[src/hdl/prbv_pkg.sv]
// Shared types and constants for the PCM ring buffer with volume.
`timescale 1ns / 1ps
`default_nettype none

package prbv_pkg;

  // Field widths that the interface fixes.
  localparam int SAMPLE_W = 32;
  localparam int PCM_W    = 16;
  localparam int LEVEL_W  = 14;
  localparam int CFG_W    = 8;
  localparam int CFG_IDX_W = 1;

  // Gain of 128 passes samples unchanged.
  localparam logic [CFG_W-1:0] FULL_GAIN = 8'd128;

  // Depth of the queue between front and back.
  localparam int QUEUE_DEPTH = 2;
  localparam int QUEUE_CNT_W = 2;

  // Command codes.
  localparam logic CMD_PUSH = 1'b0;
  localparam logic CMD_POP  = 1'b1;

  // Configuration register indexes.
  localparam logic [CFG_IDX_W-1:0] REG_VOLUME      = 1'd0;
  localparam logic [CFG_IDX_W-1:0] REG_PLAY_ENABLE = 1'd1;

  // One input request.
  typedef struct packed {
    logic                       cmd;
    logic signed [SAMPLE_W-1:0] left_sample;
    logic signed [SAMPLE_W-1:0] right_sample;
    logic                       mono;
  } in_item_t;

  // One result.
  typedef struct packed {
    logic signed [PCM_W-1:0] left_out;
    logic signed [PCM_W-1:0] right_out;
    logic                    underrun;
    logic                    dropped;
    logic [LEVEL_W-1:0]      fill_level;
  } out_item_t;

  // A classified request after sample conversion.
  typedef struct packed {
    logic                    is_pop;
    logic signed [PCM_W-1:0] left_pcm;
    logic signed [PCM_W-1:0] right_pcm;
  } fe_item_t;

endpackage

`default_nettype wire

[src/hdl/prbv_queue.sv]
// Short queue of classified requests between the front end and the back end.
`timescale 1ns / 1ps
`default_nettype none

module prbv_queue import prbv_pkg::*; (
  input  wire logic     clk,
  input  wire logic     rst_n,
  input  wire logic     push_valid,
  input  wire fe_item_t push_data,
  output logic          push_ready,
  output logic          pop_valid,
  output fe_item_t      pop_data,
  input  wire logic     pop_ready
);

  fe_item_t                 entry_r [QUEUE_DEPTH];
  logic                     wr_ptr_r;
  logic                     rd_ptr_r;
  logic [QUEUE_CNT_W-1:0]   count_r;
  logic                     do_push;
  logic                     do_pop;

  assign push_ready = (count_r != QUEUE_CNT_W'(QUEUE_DEPTH));
  assign pop_valid  = (count_r != '0);
  assign pop_data   = entry_r[rd_ptr_r];
  assign do_push    = push_valid && push_ready;
  assign do_pop     = pop_valid && pop_ready;

  // Pointers and occupancy.
  always_ff @(posedge clk) begin
    if (!rst_n) begin
      wr_ptr_r <= 1'b0;
      rd_ptr_r <= 1'b0;
      count_r  <= '0;
    end else begin
      if (do_push) begin
        wr_ptr_r <= ~wr_ptr_r;
      end
      if (do_pop) begin
        rd_ptr_r <= ~rd_ptr_r;
      end
      if (do_push && !do_pop) begin
        count_r <= count_r + 1'b1;
      end else if (do_pop && !do_push) begin
        count_r <= count_r - 1'b1;
      end
    end
  end

  // Entry storage.
  always_ff @(posedge clk) begin
    if (do_push) begin
      entry_r[wr_ptr_r] <= push_data;
    end
  end

endmodule

`default_nettype wire

[config.mk]
export PLATFORM = sky130hd
export DESIGN_NAME = prbv_queue
export DESIGN_NICKNAME = d
export VERILOG_FILES = /design/src/hdl/prbv_pkg.sv /design/src/hdl/prbv_queue.sv
export SDC_FILE = /design/constraint.sdc
export NUM_CORES = 1
export LEC_CHECK = 0
export BUFFER_PORTS_ARGS = -buffer_cell sky130_fd_sc_hd__clkbuf_2
export CAP_MARGIN = 20
export CORE_MARGIN = 10
export CORE_UTILIZATION = 45
export DETAILED_ROUTE_END_ITERATION = 8
export PLACE_DENSITY = 0.7
export SYNTH_ARGS = -nofsm -noshare
export SYNTH_HDL_FRONTEND = slang
export SYNTH_SLANG_ARGS = --single-unit
[constraint.sdc]
create_clock -name clk -period 3.7 [get_ports clk]
set_clock_uncertainty 0.1 [all_clocks]
set_input_delay 0.74 -clock clk [delete_from_list [all_inputs] [get_ports clk]]
set_output_delay 0.74 -clock clk [all_outputs]
set_load 0.01 [all_outputs]
---- Word level (Yosys, flattened, before mapping) ----
Memories as Yosys holds them, arrays and structs flattened. A register that Yosys moved wholly into a read port is not among the register bits.
Index checks and enable logic that the tools add are counted.
storage, ports and cells
  input port bits ......................... 37
  memories kept ........................... 1
  register bits after elaboration ......... 4
  latch bits .............................. 0
  bits in read-only memories .............. 0
  output and inout port bits .............. 35
  RAM bits ................................ 66
memory list
  name     depth  width  rd ports  clocked after Yosys merged registers in  wr ports  RTL line          text
  entry_r  2      33     1         1                                        1         prbv_queue.sv:16  fe_item_t entry_r [QUEUE_DEPTH];
operators by class
  shifts and indexed selects .............. 0
  reduce and logical (&&, ||, !) cells .... 8
  multiply operators ...................... 0
  $add $sub $neg .......................... 2
  divide/modulo/power cells ............... 0
  equality and inequality tests ........... 1
  mux-type cells .......................... 6
  bitwise gates (word level) .............. 2
  $lt $le $gt $ge ......................... 0
operators with widths
  kind                                                                number
  1-bit logical AND                                                   4
  1-bit 2-to-1 mux                                                    4
  2-bit 2-to-1 mux                                                    2
  2-bit nonzero test                                                  2
  2-bit by 1-bit adder with 2-bit output, second input constant       1
  1-bit logical NOT                                                   2
  2-bit inequality test, second input constant                        1
  1-bit NOT                                                           2
  2-bit by 1-bit subtractor with 2-bit output, second input constant  1

---- Logic depth before layout (Yosys ltp) ----
  depth in word-level cells ............... 6
  depth in mapped cells ................... 6
  mapped depth without buffers ............ 6

---- Least setup slack after synthesis ----
OpenSTA, ideal clock, no wires.
  path kind ............................... input-to-reg
  start ................................... input push_valid
  end ..................................... memory entry_r[1][0] (netlist name) (enable)
  library setup time ...................... 393 ps
  data arrival time ....................... 1596 ps
  setup slack ............................. 1611 ps
  stages .................................. 1
  cell sequence ........................... and3_1
on the way
  word-level cells in the longest chain between the ends .. 3
ends and longest elaborated chain
  item                                    RTL line          text
  start: declaration                      prbv_queue.sv:8   input wire logic push_valid,
  1-bit logical AND                       prbv_queue.sv:26  assign do_push = push_valid && push_ready;
  1-bit 2-to-1 mux                        prbv_queue.sv:52  if (do_push) begin
  1-bit 2-to-1 mux (implied by the code)  prbv_queue.sv:53  entry_r[wr_ptr_r] <= push_data;
  end: declaration                        prbv_queue.sv:16
No other way between the ends.

==> impl_metrics.py <==
metrics = {
    "clock_tree": {
        "cts_max_path_buffers": 2,
        "cts_hold_buf": 0,
        "clk_pin_slew_ps": 70,
        "post_cts_buffers": 0,
        "cts_made_buffers": 9,
        "cts_sinks": 71,
        "root_buffer": "clkbuf_8",
        "clk_latency_ps": 320,
        "htreeDepth": 3,
        "tritoncts": "built",
        "cts_resized": 0,
    },
    "yosys": {
        "syn_area_mm2": 0.002616,
        "avgSynthCellArea_um2": 20.60,
        "synthCells": 127,
        "synthesis.nets": 165,
        "synth_seq_cells": 71,
        "ys_warn_count": 0,
        "yosysSeqAreaShare": 0.7958,
        "synth.distinct_cells": 19,
    },
    "route": {
        "dr_total_vias": 1339,
        "viasPerCell": 4.698,
        "drtIter0Drc": 54,
        "dr.pass1.iters": 4,
        "avgRoutedWirePerCell_um": 17.12,
        "totalWireLength_um": 4880,
        "drcViolationCount": 0,
        "ant_nets": 0,
    },
    "power": {
        "cellLeakagePower_nw": 1.238,
        "peakVddDrop_v": 0.0004202,
        "total_power_mw": 2.098,
        "power_density_mw_per_mm2": 650.0,
    },
    "global_route": {
        "grt_pass1_vias": 1496,
        "grt_overflow": 0,
        "antenna_found_initial": 0,
        "grt_max_degree": 34,
        "grt_use_total": 0.1062,
        "grt_pass1_wl_um": 7334,
    },
    "timing": {
        "rsz0062_at_grt": "no",
        "fin_ws_ps": 1317,
        "hold_viol": 0,
        "final-setup-viol-count": 0,
        "drv_slew": 0,
        "min_period_over_period": 0.6441,
        "tns_ps": 0,
        "max_freq_mhz": 419.6,
        "fin_crit_ps": 2383,
        "tightest_slew_ps": 760.0,
        "timing.slew.headroom": 0.4934,
    },
    "worst_hold_path": {
        "worstHoldStart": "count_r[1]$_SDFFE_PN0P_",
        "whs_path_depth": 2,
        "min_path_type": "flop to flop",
        "min_to": "count_r[1]$_SDFFE_PN0P_",
    },
    "worst_setup_path": {
        "r2r_start": "count_r[0]$_SDFFE_PN0P_",
        "slowest_delay_ps": 390,
        "worstRegToRegCells": 3,
        "cp.required_ps": 2860,
        "crit_path_start_kind": "flop",
        "slowest_stage": "mux2_2",
        "timing.rr.end": "entry_r[1][2]$_DFFE_PP_",
        "path_max_fanout": 33,
        "end_kind": "output pin",
        "arrival_ps": 1540,
        "critPathBufInv": 2,
        "cp_cell_sequence": "buf_4 > mux2_2 > clkbuf_2",
        "cp_top_family": "buffers and inverters",
        "crit_type": "flop to output pin",
        "ff2ff_setup_slack_ps": 1620,
    },
    "final_layout": {
        "stdcell_count": 285,
        "final_util": 0.5791,
        "diodes": 0,
        "final_nets": 246,
        "drive_gt1_frac": 0.5869,
        "area_delta_synth_final_pct": 23.39,
    },
    "floorplan": {
        "fp.dieH_um": 96.25,
        "start_util": 0.4694,
        "io_pins": 72,
        "dieArea_mm2": 0.009264,
        "die_w_um": 96.25,
        "rows": 27,
        "core-area_mm2": 0.005574,
    },
    "job": {
        "cap_violations": 0,
    },
    "placed_design": {
        "pre_cts_slack_ps": 1334,
        "gp_congestion": 0.7219,
        "place_inst": 269,
        "io_buffers": 71,
        "hpwl_um": 3659,
    },
    "run_status": {
        "status": "completed",
    },
}
[per-stage QoR]
stage          instance area [µm²]  hold WS, ps
6_report                      3228        466.1
5_1_grt                       3228        488.5
2_1_floorplan                 2616        412.4
4_1_cts                       3228        473.7
3_3_place_gp                  3064        429.6
3_5_place_dp                  3064        472.5
[synthesized netlist by cell type (all sizes together)]
cell	n	area [µm²]
xor2	1	8.760
xnor2	2	17.52
a21bo	1	10.01
or2	1	6.260
nand3b	1	7.510
ha	1	12.51
inv	1	3.750
a21boi	2	15.02
and3	1	6.260
buf	4	20.02
and2	4	25.02
edfxtp	66	1982
o21ai	2	10.00
nand2b	1	13.76
dfxtp	5	100.1
or3	1	6.260
mux2	33	371.6
[metal layers]
metal,global-route usage,share of wire,vias up
met5,0,0,-
met4,0.05528,0.015,0
met3,0.03113,0.059,7
met2,0.1979,0.58,44
met1,0.1031,0.35,632
li1,-,-,656
[cells in the final DEF (no fill, tap or decap)]
master      instances
a21boi_1            1
edfxtp_1           66
a21bo_2             1
clkinvlp_4          1
o21ai_0             1
clkinv_4            1
clkbuf_8            9
buf_4               3
or2_2               1
clkbuf_2           71
and3_1              1
inv_1               1
ha_1                1
or3_1               1
o21ai_1             1
nand2b_4            1
clkinv_1            1
mux2_2             33
dfxtp_1             5
nand3b_1            1
a21boi_0            1
and2_1              4
clkinv_2            4
xor2_1              1
xnor2_1             2
[cell families (layout without fill, tap and decap cells)]
group | Yosys count | after routing | share of synthesized area
compound gates | 5 | 5 | 0.01339
flops | 71 | 71 | 0.7958
mux | 33 | 33 | 0.1420
xor+xnor | 3 | 3 | 0.01004
buf+inv | 5 | 91 | 0.009085
fa+ha+maj | 1 | 1 | 0.004782
simple gates | 9 | 9 | 0.02487
[how the worst max path moves through the flow]
stage / slack [ps] / from / endpoint / cells past startpoint
floorplan: 1610 / push_valid / entry_r[1][0]$_DFFE_PP_ / 1
global placement: 1410 / push_valid / entry_r[1][16]$_DFFE_PP_ / 3
detailed placement: 1330 / push_valid / entry_r[1][24]$_DFFE_PP_ / 3
CTS: 1280 / flop / pop_data[27] / 3
global route: 1220 / flop / pop_data[9] / 3
finish: 1320 / flop / pop_data[30] / 3
[cell type report]
| class | count | area (µm²) |
|---|---|---|
| Sequential cell | 71 | 2082 |
| Tap cell | 72 | 90.09 |
| Timing Repair Buffer | 74 | 377.9 |
| Inverter | 1 | 3.754 |
| Clock inverter | 7 | 40.04 |
| Clock buffer | 9 | 123.9 |
| Multi-Input combinational cell | 51 | 510.5 |
| Fill cell | 441 | 2346 |
[tightest hold or removal path: cells and delay by family (launching register included)]
kind           cells  cell delay [ps]
AO/OA/AOI/OAI      2              150
flip-flops         1              360
[state kept, by name, indices dropped and copies added (netlist names), named ones only]
register / count
entry_r: 66
rd_ptr_r: 1
wr_ptr_r: 1
count_r: 2
[power by group]
part	internal (mW)	switching [mW]
combinational	0.269	0.294
sequential	1.01	0.0355
clock	0.237	0.258
total	1.51	0.587
No activity file was read; power rests on OpenSTA's default activity.
