<file path="config.mk">
export PLATFORM = sky130hd
export DESIGN_NAME = prbv_front
export DESIGN_NICKNAME = d
export VERILOG_FILES = /design/src/hdl/prbv_pkg.sv /design/src/hdl/prbv_front.sv
export SDC_FILE = /design/constraint.sdc
export NUM_CORES = 1
export LEC_CHECK = 0
export ABC_AREA = 1
export BUFFER_PORTS_ARGS = -buffer_cell sky130_fd_sc_hd__buf_2
export CORE_UTILIZATION = 50
export CTS_CLUSTER_SIZE = 40
export DETAILED_ROUTE_END_ITERATION = 12
export PLACE_DENSITY = 0.89
export SYNTH_ARGS = -nofsm -noshare
export SYNTH_HDL_FRONTEND = slang
export SYNTH_SLANG_ARGS = --single-unit
</file>
<file path="constraint.sdc">
create_clock -name clk -period 2.8 [get_ports clk]
set_input_delay 0.28 -clock clk [delete_from_list [all_inputs] [get_ports clk]]
set_output_delay 0.28 -clock clk [all_outputs]
set_load 0.1 [all_outputs]
</file>
<file path="src/hdl/prbv_pkg.sv">
// Shared types and constants for the PCM ring buffer with volume.
`timescale 1ns / 1ps
`default_nettype none

package prbv_pkg;

  // Field widths that the interface fixes.
  localparam int SAMPLE_W = 32;
  localparam int PCM_W    = 16;
  localparam int LEVEL_W  = 14;
  localparam int CFG_W    = 8;
  localparam int CFG_IDX_W = 1;

  // Gain of 128 passes samples unchanged.
  localparam logic [CFG_W-1:0] FULL_GAIN = 8'd128;

  // Depth of the queue between front and back.
  localparam int QUEUE_DEPTH = 2;
  localparam int QUEUE_CNT_W = 2;

  // Command codes.
  localparam logic CMD_PUSH = 1'b0;
  localparam logic CMD_POP  = 1'b1;

  // Configuration register indexes.
  localparam logic [CFG_IDX_W-1:0] REG_VOLUME      = 1'd0;
  localparam logic [CFG_IDX_W-1:0] REG_PLAY_ENABLE = 1'd1;

  // One input request.
  typedef struct packed {
    logic                       cmd;
    logic signed [SAMPLE_W-1:0] left_sample;
    logic signed [SAMPLE_W-1:0] right_sample;
    logic                       mono;
  } in_item_t;

  // One result.
  typedef struct packed {
    logic signed [PCM_W-1:0] left_out;
    logic signed [PCM_W-1:0] right_out;
    logic                    underrun;
    logic                    dropped;
    logic [LEVEL_W-1:0]      fill_level;
  } out_item_t;

  // A classified request after sample conversion.
  typedef struct packed {
    logic                    is_pop;
    logic signed [PCM_W-1:0] left_pcm;
    logic signed [PCM_W-1:0] right_pcm;
  } fe_item_t;

endpackage

`default_nettype wire

</file>
<file path="src/hdl/prbv_front.sv">
// Front end: accepts requests, classifies them and converts samples to 16-bit PCM.
`timescale 1ns / 1ps
`default_nettype none

module prbv_front import prbv_pkg::*; #(
  parameter int FRACTION_BITS = 28
) (
  input  wire logic     clk,
  input  wire logic     rst_n,
  input  wire logic     in_valid,
  output logic          in_stall,
  input  wire in_item_t in_data,
  output logic          fe_valid,
  output fe_item_t      fe_data,
  input  wire logic     fe_ready
);

  localparam logic signed [SAMPLE_W:0] ROUND_ADD = (SAMPLE_W+1)'(1) <<< (FRACTION_BITS - 16);
  localparam logic signed [SAMPLE_W:0] CLIP_HI   =
    ((SAMPLE_W+1)'(1) <<< FRACTION_BITS) - (SAMPLE_W+1)'(1);
  localparam logic signed [SAMPLE_W:0] CLIP_LO   = -((SAMPLE_W+1)'(1) <<< FRACTION_BITS);

  logic     valid_r;
  fe_item_t item_r;
  fe_item_t item_nxt;
  logic     take;

  // Round, clip and narrow one fixed-point sample.
  function automatic logic signed [PCM_W-1:0] to_pcm16(logic signed [SAMPLE_W-1:0] x);
    logic signed [SAMPLE_W:0] s;
    s = $signed({x[SAMPLE_W-1], x}) + ROUND_ADD;
    if (s > CLIP_HI) begin
      s = CLIP_HI;
    end else if (s < CLIP_LO) begin
      s = CLIP_LO;
    end
    return s[FRACTION_BITS -: PCM_W];
  endfunction

  // Conversion of the incoming request; mono copies left into right.
  always_comb begin
    item_nxt.is_pop    = (in_data.cmd == CMD_POP);
    item_nxt.left_pcm  = to_pcm16(in_data.left_sample);
    item_nxt.right_pcm = in_data.mono ? item_nxt.left_pcm : to_pcm16(in_data.right_sample);
  end

  assign in_stall = valid_r && !fe_ready;
  assign take     = in_valid && !in_stall;
  assign fe_valid = valid_r;
  assign fe_data  = item_r;

  // Stage register toward the queue.
  always_ff @(posedge clk) begin
    if (!rst_n) begin
      valid_r <= 1'b0;
    end else if (take) begin
      valid_r <= 1'b1;
    end else if (fe_ready) begin
      valid_r <= 1'b0;
    end
  end

  always_ff @(posedge clk) begin
    if (take) begin
      item_r <= item_nxt;
    end
  end

endmodule

`default_nettype wire

</file>
# Yosys cells after proc, flatten, opt, wreduce, memory -nomap -nowiden
# Cells that the tools add are included.
classes:
  addsub: 2
  n_lt_le_gt_ge: 4
  mux: 7
  n_reduce_logical: 5
ops:
  columns: ["operator", "count"]
  rows:
  - ["$mux 29", 4]
  - ["$add 32x14->33 const B", 2]
  - ["$gt 33x29->1 const B", 2]
  - ["$lt 33x29->1 const B", 2]
  - ["$mux 16", 1]
  - ["$logic_and 1x1->1", 2]
  - ["$logic_not 1->1", 2]
  - ["$mux 1", 2]
  - ["$reduce_bool 2->1", 1]
word_totals:
  register_bits: 34
  input_bits: 70
  output_inout_bits: 35
  wordCells: 22

# Longest topological paths before layout
logic_depth:
  depth_word: 5
  ltp_mapped: 17
  mapped_depth_nobuf: 16

# Least setup slack after synthesis
# Ideal clock, no wire load.
synth_timing:
  kind: "reg2reg"
  start: "register valid_r (netlist: fe_valid)"
  end: "register item_r (netlist bit fe_data[0]), enable pin"
  setup_time_ps: 423
  t_arrival_ps: 2799
  required_ps: 2377
  slack_ps: -422
  stages_incl_launch_ff: 4
  n_path_buf: 0
  period_less_slack_ps: 3222
  path_cell_list: "dfxtp_1 -> nand2_1 -> inv_1 -> nor2_1"
synth_between:
  elab_chain_len: 3
synth_rtl:
  columns: ["element", "line_no", "text"]
  rows:
  - ["from (decl)", "prbv_front.sv:23", "logic valid_r;"]
  - ["from (signal assigned)", "prbv_front.sv:55", "valid_r <= 1'b0;"]
  - ["from (signal assigned)", "prbv_front.sv:57", "valid_r <= 1'b1;"]
  - ["from (signal assigned)", "prbv_front.sv:59", "valid_r <= 1'b0;"]
  - ["$logic_and 1x1->1", "prbv_front.sv:47", "assign in_stall = valid_r && !fe_ready;"]
  - ["named net in_stall", "prbv_front.sv:11", "output logic in_stall,"]
  - ["$logic_not 1->1", "prbv_front.sv:48", "assign take = in_valid && !in_stall;"]
  - ["$logic_and 1x1->1", "prbv_front.sv:48", null]
  - ["named net take", "prbv_front.sv:26", "logic take;"]
  - ["to (signal assigned)", "prbv_front.sv:65", "item_r <= item_nxt;"]
  - ["to (decl)", "prbv_front.sv:24", "fe_item_t item_r;"]
# The timed path passes the listed nets, and every way through them passes these cells.
# A chain may end at the register's enable or synchronous reset.

==> results.json <==
{
  "clk_path_buf_depth": 2,
  "period_minus_slack_ns": 2.24,
  "synth_xor_area_share_pct": 1.64,
  "cts_tree": "built",
  "ys_warn_count": 0,
  "pre_cts_ws_ns": 0.296,
  "cts_buffers": 5,
  "final_antenna_net_count": 0,
  "maxSlewHeadroom_pct": 63.6,
  "ys_types": 31,
  "yosys.area_share.adder_pct": 1.56,
  "peakVddDrop_mv": 0.387,
  "post_cts_resized": 0,
  "die_x_um": 82.2,
  "synth_mux_area_share_pct": 0,
  "p_total_mw": 1.55,
  "crit_start": "in_data[45]",
  "antenna_cells": 0,
  "synth_top_family_by_area": "simple AND/OR/NAND/NOR gates",
  "p_leak_nw": 2.05,
  "synth-edff-count": 33,
  "cts-root-buf": "clkbuf_8",
  "std_cell_rows": 28,
  "areaGrowthSynthToFinish_pct": 20.1,
  "ioPinCount": 105,
  "fin_cells": 694,
  "postCtsSetupRepairBufs": 0,
  "synth_seq_area_share_pct": 31.5,
  "cts_hold_buf": 0,
  "die-area_sq_um": 6750,
  "first_global_vias": 3084,
  "worstSetupPathType": "in -> reg",
  "drc_errors": 0,
  "final_cell_mix": "198 x nand2_1, 104 x buf_2, 79 x inv_1",
  "finalSetupViolations": 0,
  "wl_um": 7780,
  "final_nets": 692,
  "cp-end-kind": "flip-flop",
  "grt.overflow.total": 0,
  "synth-simple-area-share_pct": 48.5,
  "fill_cells": 567,
  "whs_ns": 0.170,
  "rsz0062_at_grt": "no",
  "max_stage_delay_ns": 0.37,
  "synthCells": 515,
  "reg2reg_to": "fe_data[6]",
  "status": "finished clean",
  "place_congestion": 0.875,
  "worstSkewPairLatency_ns": 0.28,
  "r2r_slack_ns": 1.56,
  "ys_seq_elements": 34,
  "worst_setup_path_start_kind": "input port",
  "initial_utilization_pct": 53.0,
  "synth.area.top_cells": "edfxtp_1 31%, nand2_1 23%, inv_1 9.2%, nand3_1 7.8%, nor2_1 6.8%",
  "power_density_nw_per_um2": 401,
  "clock-sinks": 34,
  "r2r_start": "fe_valid",
  "cp_cell_sequence": "buf_2 > ha_1 > nand2_2 > nor2_4 > nand3b_2 > nor2_2 > xor2_1 > nand3_1 > nor2_1 > nand2_1 > nand2_2 > nand3_1 > nand2_1 > inv_1",
  "synthFlopType": "edfxtp_1",
  "cts_max_level": 2,
  "first_iter_violations": 207,
  "synth_area_sq_um": 3210,
  "worst_pin_slew_ns": 0.547,
  "die_height_um": 82.2,
  "fin_crit_sh_pct": 80.1,
  "final_common_cell": "nand2_1",
  "track_usage_pct": 24.1,
  "hold_viol": 0,
  "wl_per_cell_um": 11.2,
  "core-area_sq_um": 6060,
  "synth_nets": 589,
  "grt_max_degree": 34,
  "ys_async_sr_fraction_pct": 0,
  "endpoint": "fe_data[9]",
  "cp.required_ns": 2.85,
  "path_clk_slew_ns": 0.07,
  "slowest_stage": "nand2_2",
  "grt_pass1_wl_um": 12600,
  "drv_cap": 0,
  "cp.arrival_ns": 2.29,
  "fin_skew_ns": 0.00243,
  "dpl.hpwl_um": 6540,
  "firstDrtPassIters": 4,
  "hold_path_class": "in -> reg",
  "final.setup.tns_ns": 0,
  "setup_ws_ns": 0.557,
  "cp_max_fo": 30,
  "antenna_found_initial": 0,
  "reg2reg_depth": 4,
  "fmax_mhz": 446,
  "portBuffers": 104,
  "drive_gt1_share_pct": 22.0,
  "dp_cells": 686,
  "final_max_slew_viol_count": 0,
  "synth_compound_area_share_pct": 5.49,
  "synth_top_area_share_pct": 30.8,
  "synth.largest_area_cell": "edfxtp_1",
  "via_count": 3503,
  "syn_avg_cell_area_sq_um": 6.24,
  "viasPerCell": 5.05
}
[cell usage after synthesis, types with 5 or more instances]
cell type	count
a21oi_1	15
edfxtp_1	33
inv_1	79
nand2_1	198
nand3_1	50
nand4_1	16
nor2_1	58
nor2_2	5
nor2_4	6
o21ai_0	6
o21bai_1	7
[where the power goes]
group	switching, mW	total, mW	internal [mW]
registers	0.00850	0.612	0.604
logic	0.462	0.590	0.129
clock network	0.174	0.344	0.170
[routing by layer]
metal	vias up	share of wire (%)	track usage, %
li1	1838	-	-
met1	1538	44	29.0
met2	111	48	43.2
met3	16	5.5	3.30
met4	0	2.3	9.12
met5	-	0	0
[sequential cells by signal, summed over array words and instances (netlist names)]
name      count
fe_data      33
fe_valid      1
[per-stage QoR]
step	area (sq um)	utilization, %
6_report	3860	63.6
5_1_grt	3860	63.6
4_1_cts	3860	63.6
3_5_place_dp	3770	62.2
3_3_place_gp	3770	62.2
2_1_floorplan	3220	-
[cells by family after synthesis]
kind of cell | after synthesis
compound gates | 31
xor+xnor | 6
fa+ha+maj | 4
buf+inv | 89
flops | 34
simple gates | 351
[critical path: cells and delay by family]
kind	cells	cell delay (ns)
XOR/XNOR	1	0.18
adder cells (fa/ha/maj)	1	0.23
AND/OR/NAND/NOR	10	1.40
buffers and inverters	2	0.18
[cell type report]
class | count | area [sq um] | share of cell area [%]
multi-input combinational | 392 | 1840 | 47.7
sequential | 34 | 1010 | 26.2
timing repair buffer | 105 | 528 | 13.7
inverter | 80 | 300 | 7.78
tap | 75 | 93.8 | 2.43
clock buffer | 5 | 68.8 | 1.78
clock inverter | 3 | 16.3 | 0.422
[worst min path at each step]
stage	startpoint	to	slack [ns]	cells past startpoint
after global placement	in_data[65]	fe_data[32]	0.46	1
final	in_data[65]	fe_data[32]	0.17	1
after floorplan	in_data[65]	fe_data[32]	0.38	0
after detailed placement	in_data[65]	fe_data[32]	0.46	1
after CTS	in_data[65]	fe_data[32]	0.16	1
after global routing	in_data[65]	fe_data[32]	0.17	1
Power figures use the tool's default switching activity.
